<file path="src/design/rrmu_pkg.sv">
// shared types, constants and sample conversion for the running mean update unit
package rrmu_pkg;

   localparam int MEAN_W    = 16;
   localparam int SAMPLE_W  = 32;
   localparam int COUNT_W   = 31;
   localparam int MAG_W     = 16;
   localparam int DELTA_W   = MEAN_W + 2;
   localparam int STAGES    = MAG_W + 2;
   localparam int FRAC_DROP = 10;
   localparam int HALF_LSB  = 512;
   localparam logic [MEAN_W-1:0] Q_MAX = 16'hFFFF;

   typedef struct packed {
      logic [STAGES-1:0] load;
   } rrmu_ctrl_type;

   // signed q16.16 to unsigned q10.6, round half up, saturate
   function automatic logic [MEAN_W-1:0] to_q10_6(input logic [SAMPLE_W-1:0] s);
      logic [SAMPLE_W:0]           sum;
      logic [SAMPLE_W-FRAC_DROP:0] q;
      logic [MEAN_W-1:0]           res;
      sum = {1'b0, s} + (SAMPLE_W+1)'(HALF_LSB);
      q   = sum[SAMPLE_W:FRAC_DROP];
      if (s[SAMPLE_W-1] || s == '0) begin
         res = '0;
      end else if (q > (SAMPLE_W-FRAC_DROP+1)'(Q_MAX)) begin
         res = Q_MAX;
      end else begin
         res = q[MEAN_W-1:0];
      end
      return res;
   endfunction

endpackage

</file>
<file path="src/design/rrmu_ctrl.sv">
// stage valid bits and per-stage load enables for the lane pipelines
module rrmu_ctrl (
   input  logic                    clock,
   input  logic                    reset,
   input  logic                    in_valid,
   output logic                    in_ready,
   output logic                    out_valid,
   input  logic                    out_ready,
   output rrmu_pkg::rrmu_ctrl_type ctrl
);

   localparam int S = rrmu_pkg::STAGES;

   logic [S-1:0] valid_ff;
   logic [S-1:0] valid_in;
   logic [S-1:0] space;

   // a stage may load when the output drains or any stage from it onward is empty
   always_comb begin
      for (int k = 0; k < S; k++) begin
         space[k] = out_ready || !(&(valid_ff | ((S'(1) << k) - S'(1))));
      end
   end

   always_comb begin
      valid_in = valid_ff;
      for (int k = 0; k < S; k++) begin
         if (space[k]) begin
            valid_in[k] = (k == 0) ? in_valid : valid_ff[(k == 0) ? 0 : k-1];
         end
      end
   end

   always_ff @(posedge clock) begin
      if (reset) begin
         valid_ff <= '0;
      end else begin
         valid_ff <= valid_in;
      end
   end

   assign ctrl.load = space;
   assign in_ready  = space[0];
   assign out_valid = valid_ff[S-1];

   a_ready_low_only_when_full: assert property (@(posedge clock) disable iff (reset)
      !in_ready |-> &valid_ff) else $error("input stalled with an empty stage");

   a_accept_enters_pipe: assert property (@(posedge clock) disable iff (reset)
      in_valid && in_ready |=> valid_ff[0]) else $error("accepted transfer lost at entry");

   a_item_moves_on: assert property (@(posedge clock) disable iff (reset)
      valid_ff[0] && space[1] |=> valid_ff[1]) else $error("item dropped between stages");

   a_output_kept: assert property (@(posedge clock) disable iff (reset)
      out_valid && !out_ready |=> out_valid) else $error("stalled result dropped");

endmodule

</file>
<file path="config.mk">
export PLATFORM = sky130hd
export DESIGN_NAME = rrmu_ctrl
export DESIGN_NICKNAME = d
export VERILOG_FILES = /design/src/design/rrmu_pkg.sv /design/src/design/rrmu_ctrl.sv
export SDC_FILE = /design/constraint.sdc
export NUM_CORES = 1
export LEC_CHECK = 0
export ABC_CLOCK_PERIOD_IN_PS = 4300
export CORE_AREA = 2 2 49 51
export DETAILED_ROUTE_END_ITERATION = 8
export DIE_AREA = 0 0 51 53
export DONT_BUFFER_PORTS = 1
export GPL_TIMING_DRIVEN = 0
export SLEW_MARGIN = 20
export SYNTH_ARGS = -nofsm -noshare
export SYNTH_HDL_FRONTEND = slang
export SYNTH_SLANG_ARGS = --single-unit
</file>
<file path="constraint.sdc">
create_clock -name clock -period 4.3 [get_ports clock]
set_clock_uncertainty 0.05 [all_clocks]
set_input_delay 1.29 -clock clock [delete_from_list [all_inputs] [get_ports clock]]
set_output_delay 1.29 -clock clock [all_outputs]
set_load 0.03 [all_outputs]
</file>
# Yosys cells after proc, flatten, opt, wreduce, memory -nomap -nowiden
# Index checks and enable logic that the tools add are counted.
# Widths: inputs -> output; s select.
# totals
register_bits	18
output_inout_bits	20
wordCells	71
in_bits	4
# classes
reduce_logical	53
# op_table
op	n
$logic_not 1->1	18
$logic_or 1x1->1	18
$reduce_and 18->1	1
$reduce_and 17->1	1
$reduce_and 16->1	1
$reduce_and 15->1	1
$reduce_and 14->1	1
$reduce_and 13->1	1
$reduce_and 12->1	1
$reduce_and 11->1	1
$reduce_and 10->1	1
$reduce_and 9->1	1
$reduce_and 8->1	1
$reduce_and 7->1	1
$reduce_and 6->1	1
$reduce_and 5->1	1
$reduce_and 4->1	1
$reduce_and 3->1	1
$reduce_and 2->1	1

# Longest topological paths before layout
# depth
depth_word	3
mapped_depth	5
mapped_depth_nobuf	4

# Worst setup path before layout
# Ideal clock, no wire load.
# synth_path
path_type	input port to output port
start	input out_ready
end	output ctrl[0] (netlist bit)
n_path_buf	1
stages	5
arrival_time_ns	2.668
slack_ns	0.292
required_ns	2.960
cell_sequence	and4b_2 > and4_4 > inv_2 > or4_4 > buf_4
# synth_between
elab_chain_len	1
# synth_rtl
element	line	rtl
start: declaration	rrmu_ctrl.sv:8	input logic out_ready,
$logic_or 1x1->1	rrmu_ctrl.sv:21	space[k] = out_ready || !(&(valid_ff | ((S'(1) << k) - S'(1))));
end: declaration	rrmu_ctrl.sv:9	output rrmu_pkg::rrmu_ctrl_type ctrl
# No other way between the ends.

# Worst setup path in the final report
# Same ends and word-level chain as after synthesis.

==> results.py <==
metrics = {
    "timing": {
        "hold_violations": 0,
        "setup-tns-final_ns": 0,
        "fin_crit_ns": 4.05,
        "worst_pin_slew_ns": 0.463,
        "holdWs_ns": 0.409,
        "grt_setup_unrepaired": "no",
        "slew_headroom": 0.691,
        "setup_violations": 0,
        "post-route-period-util": 0.942,
        "fmax_mhz": 247,
        "slew_viol_final": 0,
    },
    "logic_synthesis": {
        "syn-cell-area_um2": 808,
        "async_flop_share": 0,
        "synth_edf_count": 0,
        "synth_top_cell_area_share": 0.446,
        "synthDistinctLibCells": 27,
        "synthTopCellsByCount": "18 x dfxtp_1, 12 x inv_1, 8 x a21oi_1, 8 x nand2_1, 6 x nor2_1",
        "synth.most_common_cell": "dfxtp_1",
        "ys_warn_count": 0,
        "syn-num-nets": 99,
        "ys_top_cells_by_area": "dfxtp_1 45%, inv_1 5.6%, a21oi_1 5.0%",
        "synth_seq_cells": 18,
        "syn_area_per_cell_um2": 8.51,
        "ys_seq_area_frac": 0.446,
        "yosys.area.top_type": "dfxtp_1",
        "synth_cells": 95,
        "synth_top_flop_cell": "dfxtp_1",
    },
    "routing": {
        "dr.pass1.iters": 4,
        "antenna_left": 0,
        "wl_per_cell_um": 13.6,
        "vias": 707,
        "vias_per_cell": 5.57,
        "drt-initial-drc-count": 11,
        "routed_wl_um": 1730,
        "drt_drc_violations_left": 0,
    },
    "clocking": {
        "clockRootBuffer": "clkbuf_4",
        "clkSlewWorstSetupHoldPaths_ns": 0.11,
        "clock-sinks": 18,
        "cts.htree.levels": 1,
        "clk_latency_ns": 0.30,
        "numCtsBuffers": 3,
        "ctsLongestPathBuffers": 2,
        "cts_setup_buffers": 0,
        "cts_hold_buf": 0,
        "cts_resized": 0,
        "cts_tree": "built",
    },
    "worst_hold_path": {
        "worstHoldStart": "valid_ff[12]$_SDFFE_PP0P_",
        "holdPathEnd": "valid_ff[13]$_SDFFE_PP0P_",
        "hold_path.class": "flip-flop to flip-flop",
        "hold_path_depth": 2,
    },
    "cells_and_area": {
        "drive_above_1_share": 0.141,
        "fillers": 228,
        "fin_nets": 104,
        "final_util": 0.409,
        "multi_input_area_um2": 377,
        "diodes": 0,
        "regArea_um2": 360,
        "largest_reg_flops": 18,
        "syn2layout_area_growth_pct": 8.82,
        "largestRegisters": "valid_ff x18",
        "regMostFlops": "valid_ff",
    },
    "floorplanning": {
        "boundaryPins": 24,
        "fp.dieArea_um2": 2700,
        "start_util": 0.376,
        "die_h_um": 53,
        "core_area_um2": 2150,
        "chipWidth_um": 51,
        "std_cell_rows": 17,
    },
    "run": {
        "cap_violations": 0,
    },
    "placed_design": {
        "routabilityCongestion": 0.699,
        "numPortBuffers": 0,
        "hpwl_um": 1280,
    },
    "pwr": {
        "clock_power_share": 0.380,
        "pwr-share-seq": 0.597,
        "p_sw_frac": 0.215,
        "powerDensity_nw_per_um2": 322,
        "p_leak_nw": 0.277,
        "p_int_mw": 0.222,
        "switchingPower_mw": 0.0608,
        "ir_drop_mv": 0.149,
        "combinationalPowerShare": 0.023,
    },
    "worst_setup_path": {
        "cpMaxStageDelayCell": "or4_4",
        "reg2reg_from": "valid_ff[17]$_SDFFE_PP0P_",
        "crit_fanout": 5,
        "r2r-end": "valid_ff[0]$_SDFFE_PP0P_",
        "crit_type": "input port to output port",
        "start_kind": "input port",
        "r2r_cells": 5,
        "worst_ep_required_time_ns": 2.96,
        "crit_chain": "and4b_2 -> and4_4 -> inv_2 -> or4_4 -> buf_4",
        "crit_arrival_ns": 2.71,
        "worstSetupEndpointType": "output port",
        "r2r_slack_ns": 2.48,
        "cpPeakStageDelay_ns": 0.60,
    },
    "global_route": {
        "grt.total_usage": 0.141,
        "grt_start_max_net_pins": 11,
        "grt_pass1_wl_um": 2790,
        "grt_pass1_vias": 635,
        "antenna_found_initial": 0,
        "grt-ovfl-total": 0,
    },
    "run_status": {
        "outcome": "completed",
    },
}
cells by family (layout without fill, tap and decap cells):
logic type / count (synthesis) / count (layout) / share of synthesized area
flops: 18 / 18 / 0.446
buf+inv: 17 / 21 / 0.0882
simple gates: 44 / 44 / 0.325
compound gates: 16 / 16 / 0.141
metal layers:
metal  wire length (um)  vias up  global-route usage
met5                  0        -                   0
met2                824       22               0.219
met3                 84        4              0.0198
met1                771      340               0.175
met4                 51        0               0.108
li1                   -      341                   -
metrics by stage:
stage | total power, mW | instance area, um^2 | setup slack [ns] | instances
CTS | 0.284 | 880 | 0.245 | 127
detailed placement | 0.180 | 843 | 0.247 | 123
global placement | 0.179 | 843 | 0.241 | 123
finish | 0.283 | 880 | 0.248 | 127
global route | 0.292 | 880 | 0.208 | 127
floorplan | 0.178 | 808 | 0.292 | 95
cells in the final DEF, fill, tap and decap left out, drive strengths merged, types with 4 or more instances in the layout:
master / Yosys / final
nand2b: 5 / 5
a21oi: 8 / 8
clkbuf: 2 / 6
dfxtp: 18 / 18
nor2: 6 / 6
inv: 13 / 13
nand4: 4 / 4
or3: 4 / 4
nand3: 4 / 4
nand2: 8 / 8
final cells by class:
| cell class | count | share of cell area |
|---|---|---|
| clock buffers | 4 | 0.0413 |
| plain buffers | 4 | 0.0256 |
| inverters | 13 | 0.0555 |
| well taps | 28 | 0.0398 |
| flip-flops and latches | 18 | 0.410 |
| multi-input cells | 60 | 0.428 |
worst max-delay path by stage:
stage	from	to	slack, ns	cells past startpoint
after global routing	out_ready	ctrl[0]	0.21	5
after detailed placement	out_ready	ctrl[0]	0.25	5
final	out_ready	ctrl[0]	0.25	5
after floorplan	out_ready	ctrl[0]	0.29	5
after CTS	out_ready	ctrl[0]	0.25	5
after global placement	out_ready	ctrl[0]	0.24	5
power by group through the flow:
| stage | registers (mW) | clock network (mW) | logic [mW] |
|---|---|---|---|
| finish | 0.169 | 0.107 | 0.00651 |
| global placement | 0.173 | 0 | 0.00638 |
| CTS | 0.169 | 0.108 | 0.00652 |
| floorplan | 0.173 | 0 | 0.00533 |
| global route | 0.170 | 0.115 | 0.00728 |
| detailed placement | 0.173 | 0 | 0.00650 |
critical path: cells and delay by family:
kind                   cells  cell delay [ns]
and+or+nand+nor            3             1.16
buffers and inverters      2             0.25
(Power assumes the default switching activity.)
