<file path="config.mk">
export PLATFORM = sky130hd
export DESIGN_NAME = rrmu_lane
export DESIGN_NICKNAME = d
export VERILOG_FILES = /design/src/design/rrmu_pkg.sv /design/src/design/rrmu_lane.sv
export SDC_FILE = /design/constraint.sdc
export NUM_CORES = 2
export LEC_CHECK = 0
export BUFFER_PORTS_ARGS = -buffer_cell sky130_fd_sc_hd__buf_2
export CAP_MARGIN = 20
export CORE_MARGIN = 2
export CORE_UTILIZATION = 54
export CTS_CLUSTER_SIZE = 14
export DETAILED_ROUTE_END_ITERATION = 8
export PLACE_DENSITY_LB_ADDON = 0.1
export SYNTH_ARGS = -nofsm -noshare
export SYNTH_HDL_FRONTEND = slang
export SYNTH_SLANG_ARGS = --single-unit
</file>
<file path="constraint.sdc">
create_clock -name clock -period 5.25 [get_ports clock]
set_input_delay 1.05 -clock clock [delete_from_list [all_inputs] [get_ports clock]]
set_output_delay 1.05 -clock clock [all_outputs]
set_load 0.02 [all_outputs]
</file>
<file path="src/design/rrmu_pkg.sv">
// shared types, constants and sample conversion for the running mean update unit
package rrmu_pkg;

   localparam int MEAN_W    = 16;
   localparam int SAMPLE_W  = 32;
   localparam int COUNT_W   = 31;
   localparam int MAG_W     = 16;
   localparam int DELTA_W   = MEAN_W + 2;
   localparam int STAGES    = MAG_W + 2;
   localparam int FRAC_DROP = 10;
   localparam int HALF_LSB  = 512;
   localparam logic [MEAN_W-1:0] Q_MAX = 16'hFFFF;

   typedef struct packed {
      logic [STAGES-1:0] load;
   } rrmu_ctrl_type;

   // signed q16.16 to unsigned q10.6, round half up, saturate
   function automatic logic [MEAN_W-1:0] to_q10_6(input logic [SAMPLE_W-1:0] s);
      logic [SAMPLE_W:0]           sum;
      logic [SAMPLE_W-FRAC_DROP:0] q;
      logic [MEAN_W-1:0]           res;
      sum = {1'b0, s} + (SAMPLE_W+1)'(HALF_LSB);
      q   = sum[SAMPLE_W:FRAC_DROP];
      if (s[SAMPLE_W-1] || s == '0) begin
         res = '0;
      end else if (q > (SAMPLE_W-FRAC_DROP+1)'(Q_MAX)) begin
         res = Q_MAX;
      end else begin
         res = q[MEAN_W-1:0];
      end
      return res;
   endfunction

endpackage

</file>
<file path="src/design/rrmu_lane.sv">
// one color channel: sample conversion, pipelined restoring divide, final add and clamp
module rrmu_lane (
   input  logic                                clock,
   input  rrmu_pkg::rrmu_ctrl_type             ctrl,
   input  logic [rrmu_pkg::MEAN_W-1:0]         mean,
   input  logic [rrmu_pkg::SAMPLE_W-1:0]       sample,
   input  logic [rrmu_pkg::COUNT_W-1:0]        count,
   output logic [rrmu_pkg::MEAN_W-1:0]         new_mean
);

   localparam int MW = rrmu_pkg::MEAN_W;
   localparam int NW = rrmu_pkg::COUNT_W;
   localparam int QW = rrmu_pkg::MAG_W;
   localparam int DW = rrmu_pkg::DELTA_W;

   logic          neg_ff  [0:QW];
   logic [MW-1:0] mean_ff [0:QW];
   logic [NW-1:0] div_ff  [0:QW];
   logic [NW-1:0] rem_ff  [0:QW];
   logic [QW-1:0] aq_ff   [0:QW];
   logic [MW-1:0] new_mean_ff;

   logic [MW-1:0] q_in;
   logic [DW-1:0] delta_in;
   logic [DW-1:0] mag_in;
   logic [DW-1:0] step_in;
   logic [DW-1:0] sum_in;
   logic [MW-1:0] new_mean_in;

   // entry: convert sample, signed delta, magnitude and divisor
   always_comb begin
      q_in     = rrmu_pkg::to_q10_6(sample);
      delta_in = {2'b00, q_in} - {2'b00, mean};
      mag_in   = delta_in[DW-1] ? (DW'(0) - delta_in) : delta_in;
   end

   always_ff @(posedge clock) begin
      if (ctrl.load[0]) begin
         neg_ff[0]  <= delta_in[DW-1];
         mean_ff[0] <= mean;
         // a zero count takes the whole delta, same as dividing by one
         div_ff[0]  <= (count == '0) ? NW'(1) : count;
         rem_ff[0]  <= '0;
         aq_ff[0]   <= mag_in[QW-1:0];
      end
   end

   // one quotient bit per stage; dividend bits shift out as quotient bits shift in
   for (genvar k = 1; k <= QW; k++) begin : g_div
      logic [NW:0]   trial;
      logic          ge;
      logic [NW:0]   diff;

      always_comb begin
         trial = {rem_ff[k-1], aq_ff[k-1][QW-1]};
         ge    = trial >= {1'b0, div_ff[k-1]};
         diff  = trial - {1'b0, div_ff[k-1]};
      end

      always_ff @(posedge clock) begin
         if (ctrl.load[k]) begin
            neg_ff[k]  <= neg_ff[k-1];
            mean_ff[k] <= mean_ff[k-1];
            div_ff[k]  <= div_ff[k-1];
            rem_ff[k]  <= ge ? diff[NW-1:0] : trial[NW-1:0];
            aq_ff[k]   <= {aq_ff[k-1][QW-2:0], ge};
         end
      end
   end

   always_comb begin
      step_in = neg_ff[QW] ? (DW'(0) - {2'b00, aq_ff[QW]}) : {2'b00, aq_ff[QW]};
      sum_in  = {2'b00, mean_ff[QW]} + step_in;
      if (sum_in[DW-1]) begin
         new_mean_in = '0;
      end else if (sum_in[DW-2:MW] != '0) begin
         new_mean_in = rrmu_pkg::Q_MAX;
      end else begin
         new_mean_in = sum_in[MW-1:0];
      end
   end

   always_ff @(posedge clock) begin
      if (ctrl.load[QW+1]) begin
         new_mean_ff <= new_mean_in;
      end
   end

   assign new_mean = new_mean_ff;

endmodule

</file>
; After elaboration in Yosys (flattened, before gate mapping)
; Memories as Yosys holds them, arrays and structs flattened.
; Index checks and enable logic that the tools add are counted.
[totals]
register_bits = 16
out_inout_bits = 16
input_bits = 98
mem_bits_rw = 1615
elab_cells = 103
n_memories = 5
[mem_list]
columns = memory, words, width, read_ports, rd_ports_with_merged_regs, wr, line
row1 = div_ff, 17, 31, 16, 0, 17, rrmu_lane.sv:18  ; logic [NW-1:0] div_ff [0:QW];
row2 = rem_ff, 17, 31, 16, 0, 17, rrmu_lane.sv:19  ; logic [NW-1:0] rem_ff [0:QW];
row3 = aq_ff, 17, 16, 17, 0, 17, rrmu_lane.sv:20  ; logic [QW-1:0] aq_ff [0:QW];
row4 = mean_ff, 17, 16, 17, 0, 17, rrmu_lane.sv:17  ; logic [MW-1:0] mean_ff [0:QW];
row5 = neg_ff, 17, 1, 17, 0, 17, rrmu_lane.sv:16  ; logic neg_ff [0:QW];
[classes]
n_reduce_logical = 3
order_cmp = 17
addsub = 21
muxes = 56
[ops]
columns = op, count
row1 = two-way mux 31 bit, 17
row2 = >= comparator 32 x 31 -> 1 bit, 16
row3 = subtractor 31 bit, 16
row4 = two-way mux 16 bit, 4
row5 = two-way mux 1 bit, 34
row6 = adder 32 x 10 -> 33 bit (second input constant), 1
row7 = logical NOT 32 bit, 1
row8 = logical NOT 31 bit, 1
row9 = greater-than comparator 23 x 16 -> 1 bit (second input constant), 1
row10 = adder 16 x 18 -> 18 bit, 1
row11 = two-way mux 18 bit, 1
row12 = subtractor 1 x 16 -> 17 bit (first input constant), 1
row13 = subtractor 16 x 16 -> 17 bit, 1
row14 = subtractor 1 x 16 -> 16 bit (first input constant), 1
row15 = logical OR 1 bit, 1

; Logic depth before layout (Yosys ltp)
[depth]
depth_word = 7
mapped_depth = 24
depth_no_buf = 24

; Worst setup path before layout
; No wires, ideal clock.
[synth_path]
path_kind = input-to-reg
from = input sample[9] in the netlist's numbering
to = memory aq_ff[0][15] in the netlist's numbering (data pin)
setup_time_ps = 260
t_arrival_ps = 5118
slack_ps = -128
path_buffers = 0
stages = 23
required_time_ps = 4990
cell_sequence = ha_1 -> nand4_1 -> nor3_1 -> nand3_1 -> nor2_1 -> nor2_1 -> o22ai_1 -> nand3_1 -> nor2_1 -> a21o_1 -> ha_1 -> inv_1 -> fa_1 -> a21o_1 -> nand3_1 -> a21oi_1 -> or4b_1 -> o311a_1 -> nor3_1 -> nor2b_1 -> and3_1 -> a31oi_1 -> xnor2_1
[synth_rtl]
columns = item, line
row1 = from (decl), rrmu_lane.sv:6  ; input logic [rrmu_pkg::SAMPLE_W-1:0] sample,
row2 = to (decl), rrmu_lane.sv:20

==> run summary <==
Chip height: 384 um
Gr usage total: 22.5%
Worst R2R Path Depth: 11
First-pass DRT Iterations: 6
Dpl cell area: 81500 um2
Worst VDD drop: 0.000386 V
R2R Path End: rem_ff[0][134]
Outcome: finished, final reports clean
Setup Slack @ Placement: -0.334 ns
Mapped Area: 78100 um2
HP Class: flip-flop to flip-flop
Crit path required time: 5.77 ns
Final critical-path required period: 4.77 ns
Synth-to-Final Area Change: 11.5%
Worst slew pin tran: 1.04 ns
Vias post-DR: 48800
Yosys reg bits: 1538
Crit start category: input pin
Filler instances: 11400
Final ANT Viol Nets: 0
Global route overflow: 0
EDFF count, synth: 1538
Largest net degree at the start of global routing: 96
Starting Density: 54.4%
Worst reg2reg path startpoint: div_ff[0][109]
Syn. warnings: 0
H-tree depth: 4
Skew final: 0.0502 ns
Hold_ws: 0.402 ns
Synth async-reset ratio: 0%
GP Congestion: 0.913
Cell count after synthesis: 6395
Final design utilization: 60.7%
Clock sink count: 1538
# Post-CTS Setup Buffers: 0
Final instance count without filler cells: 8668
Die Area: 148000 um2
Power, Total: 47.9 mW
Drt drc: 0
CP arrival: 5.29 ns
R2R Setup Slk: 0.96 ns
Placed instance count: 8371
Critical path origin: sample[19]
Most common flop cell mapped by yosys: edfxtp_1
Initial antenna violation count: 4
Vias per cell: 5.63
RSZ-0062 raised after global routing: false
Clock latency at the later pin of the worst-skew pair: 0.81 ns
FP Rows: 139
Port bufs: 113
Core area: 143000 um2
Post-Route Setup TNS: 0 ns
Worst Setup Path Type: input pin to flip-flop
Fmax: 209 MHz
Routed wire length: 165000 um
DRT iter0 DRCs: 2783
Synth Net Count: 7011
Leak: 34.6 nW
Final Hold Viols: 0
Post-CTS Resized: 0
Maximum clock path buffer count: 3
Max-cap violations: 0
Slew Limit Fails: 0
Ports: 114
Setup crit end: aq_ff[0][15]
Final Cell Area: 87000 um2
Root buf cell: clkbuf_16
CTS Hold Buffers Added: 0
Syn avg cell area: 12.2 um2
Netlist cell types: 89
Tcrit/Tclk final: 90.9%
Clk pin slew, worst setup/hold paths: 0.06 ns
Final setup fails: 0
Die X: 384 um
Share of layout cells above drive strength 1: 10.3%
Crit. End Element: flip-flop
DR WL/cell: 19.0 um
Power density over the cells: 550 nW/um2
Vias in the first global route: 48300
Worst-path maximum fanout: 3
CTS Buf Count: 165
Relative max-transition margin: 30.8%
Global-route wire length before repair: 262000 um
Seq/Total Area, Yosys: 59.2%
Layout Nets: 7252
Detailed Place HPWL: 127000 um
CTS tree: done
Setup WS post-layout: 0.476 ns
power breakdown:
group          leakage [nW]  internal [mW]  switching, mW
sequential             15.1           17.0           1.24
clock                  2.61           6.61           4.90
combinational          17.0           7.99           10.2
total                  34.6           31.6           16.3
layout by cell type (no fill, tap or decap), types with 43 or more instances in the layout:
| cell | count |
|---|---|
| edfxtp_1 | 1538 |
| inv_1 | 593 |
| a21oi_1 | 560 |
| ha_1 | 502 |
| nor2_1 | 408 |
| nand2_1 | 385 |
| o21ai_0 | 343 |
| xnor2_1 | 261 |
| a21o_1 | 185 |
| clkbuf_16 | 165 |
| xor2_1 | 161 |
| buf_4 | 135 |
| mux2_2 | 118 |
| buf_2 | 98 |
| nand3_1 | 79 |
| nand4_1 | 77 |
| nor3_1 | 71 |
| o21a_1 | 70 |
| nand2b_1 | 65 |
| nor2b_1 | 55 |
| a21boi_0 | 54 |
| o21bai_1 | 51 |
| a211oi_1 | 47 |
| a31oi_1 | 43 |
layer usage:
layer  global-route usage (%)  part of all wire [%]
met1                     27.8                    42
met2                     40.8                    52
met3                     3.04                   3.5
met4                     6.66                   2.7
met5                        0                0.0079
cells in the mapped netlist (all sizes together) (21+ instances only):
| master | number | area, um2 |
|---|---|---|
| nand2b | 65 | 407 |
| and3 | 41 | 257 |
| o31a | 32 | 280 |
| nor4 | 37 | 231 |
| ha | 502 | 6280 |
| nor3 | 75 | 385 |
| edfxtp | 1538 | 46200 |
| o21bai | 51 | 383 |
| and2 | 24 | 150 |
| o211ai | 29 | 218 |
| or3 | 21 | 131 |
| nand2 | 385 | 1450 |
| mux2 | 150 | 1790 |
| clkbuf | 125 | 469 |
| a21boi | 57 | 428 |
| a211oi | 47 | 353 |
| nand4 | 77 | 482 |
| inv | 593 | 2230 |
| a31oi | 44 | 282 |
| o21a | 71 | 533 |
| o31ai | 42 | 315 |
| a21o | 185 | 1390 |
| xnor2 | 261 | 2290 |
| o21ai | 362 | 1820 |
| nand3 | 79 | 395 |
| or2 | 26 | 163 |
| buf | 49 | 305 |
| a21oi | 561 | 2810 |
| nor2b | 55 | 344 |
| nor2 | 409 | 1540 |
| xor2 | 161 | 1410 |
registers in the layout, summed over array words and instances, names as in the netlist:
signal / count
aq_ff: 272
div_ff: 496
mean_ff: 272
new_mean: 16
rem_ff: 465
neg_ff: 17
worst min path at each step:
stage                   startpoint        endpoint  slack, ns  cells past startpoint
finish                aq_ff[1][34]    aq_ff[1][51]       0.40                      0
CTS                        mean[9]   mean_ff[0][9]       0.37                      1
floorplan             aq_ff[0][83]   aq_ff[0][100]       0.40                      0
global placement    mean_ff[1][52]  mean_ff[1][68]       0.40                      0
detailed placement    aq_ff[0][96]   aq_ff[0][113]       0.40                      0
global route          aq_ff[1][34]    aq_ff[1][51]       0.39                      0
layout make-up:
cell class              count  area, um2  area share, %
multi-input cells        4090      28900           33.3
diodes                      1       2.50        0.00288
clock inverters           102       1260           1.45
flip-flops and latches   1538      46200           53.1
clock buffers             193       4230           4.87
inverters                 593       2230           2.56
repair buffers            248       1800           2.06
well taps                1903       2380           2.74
cell families after synthesis:
kind of cell             count (synthesis)  synth area share (%)
XOR/XNOR                               422                  4.73
flip-flops                            1538                  59.2
multiplexers                           168                  2.52
buffers and inverters                  767                  3.84
adder cells (fa/ha/maj)                518                  8.46
AO/OA/AOI/OAI                         1630                  13.1
AND/OR/NAND/NOR                       1352                  8.21
worst max-delay path, cell delays in order:
cell	delay, ns
buf_2	0.10
and3_1	0.17
nand3_1	0.17
nor3_2	0.28
nand3_1	0.14
nor2_1	0.11
nor2_1	0.05
o22ai_1	0.15
nand3_1	0.12
nor2_2	0.20
a21o_1	0.18
ha_1	0.16
inv_1	0.06
fa_1	0.39
a21o_1	0.21
nand3_1	0.13
a21oi_1	0.11
or4b_1	0.51
o311a_1	0.15
nor3_1	0.23
nor2b_1	0.21
and3_1	0.19
a31oi_1	0.10
xnor2_1	0.13
Note: power is estimated with default switching activity, not from simulation.
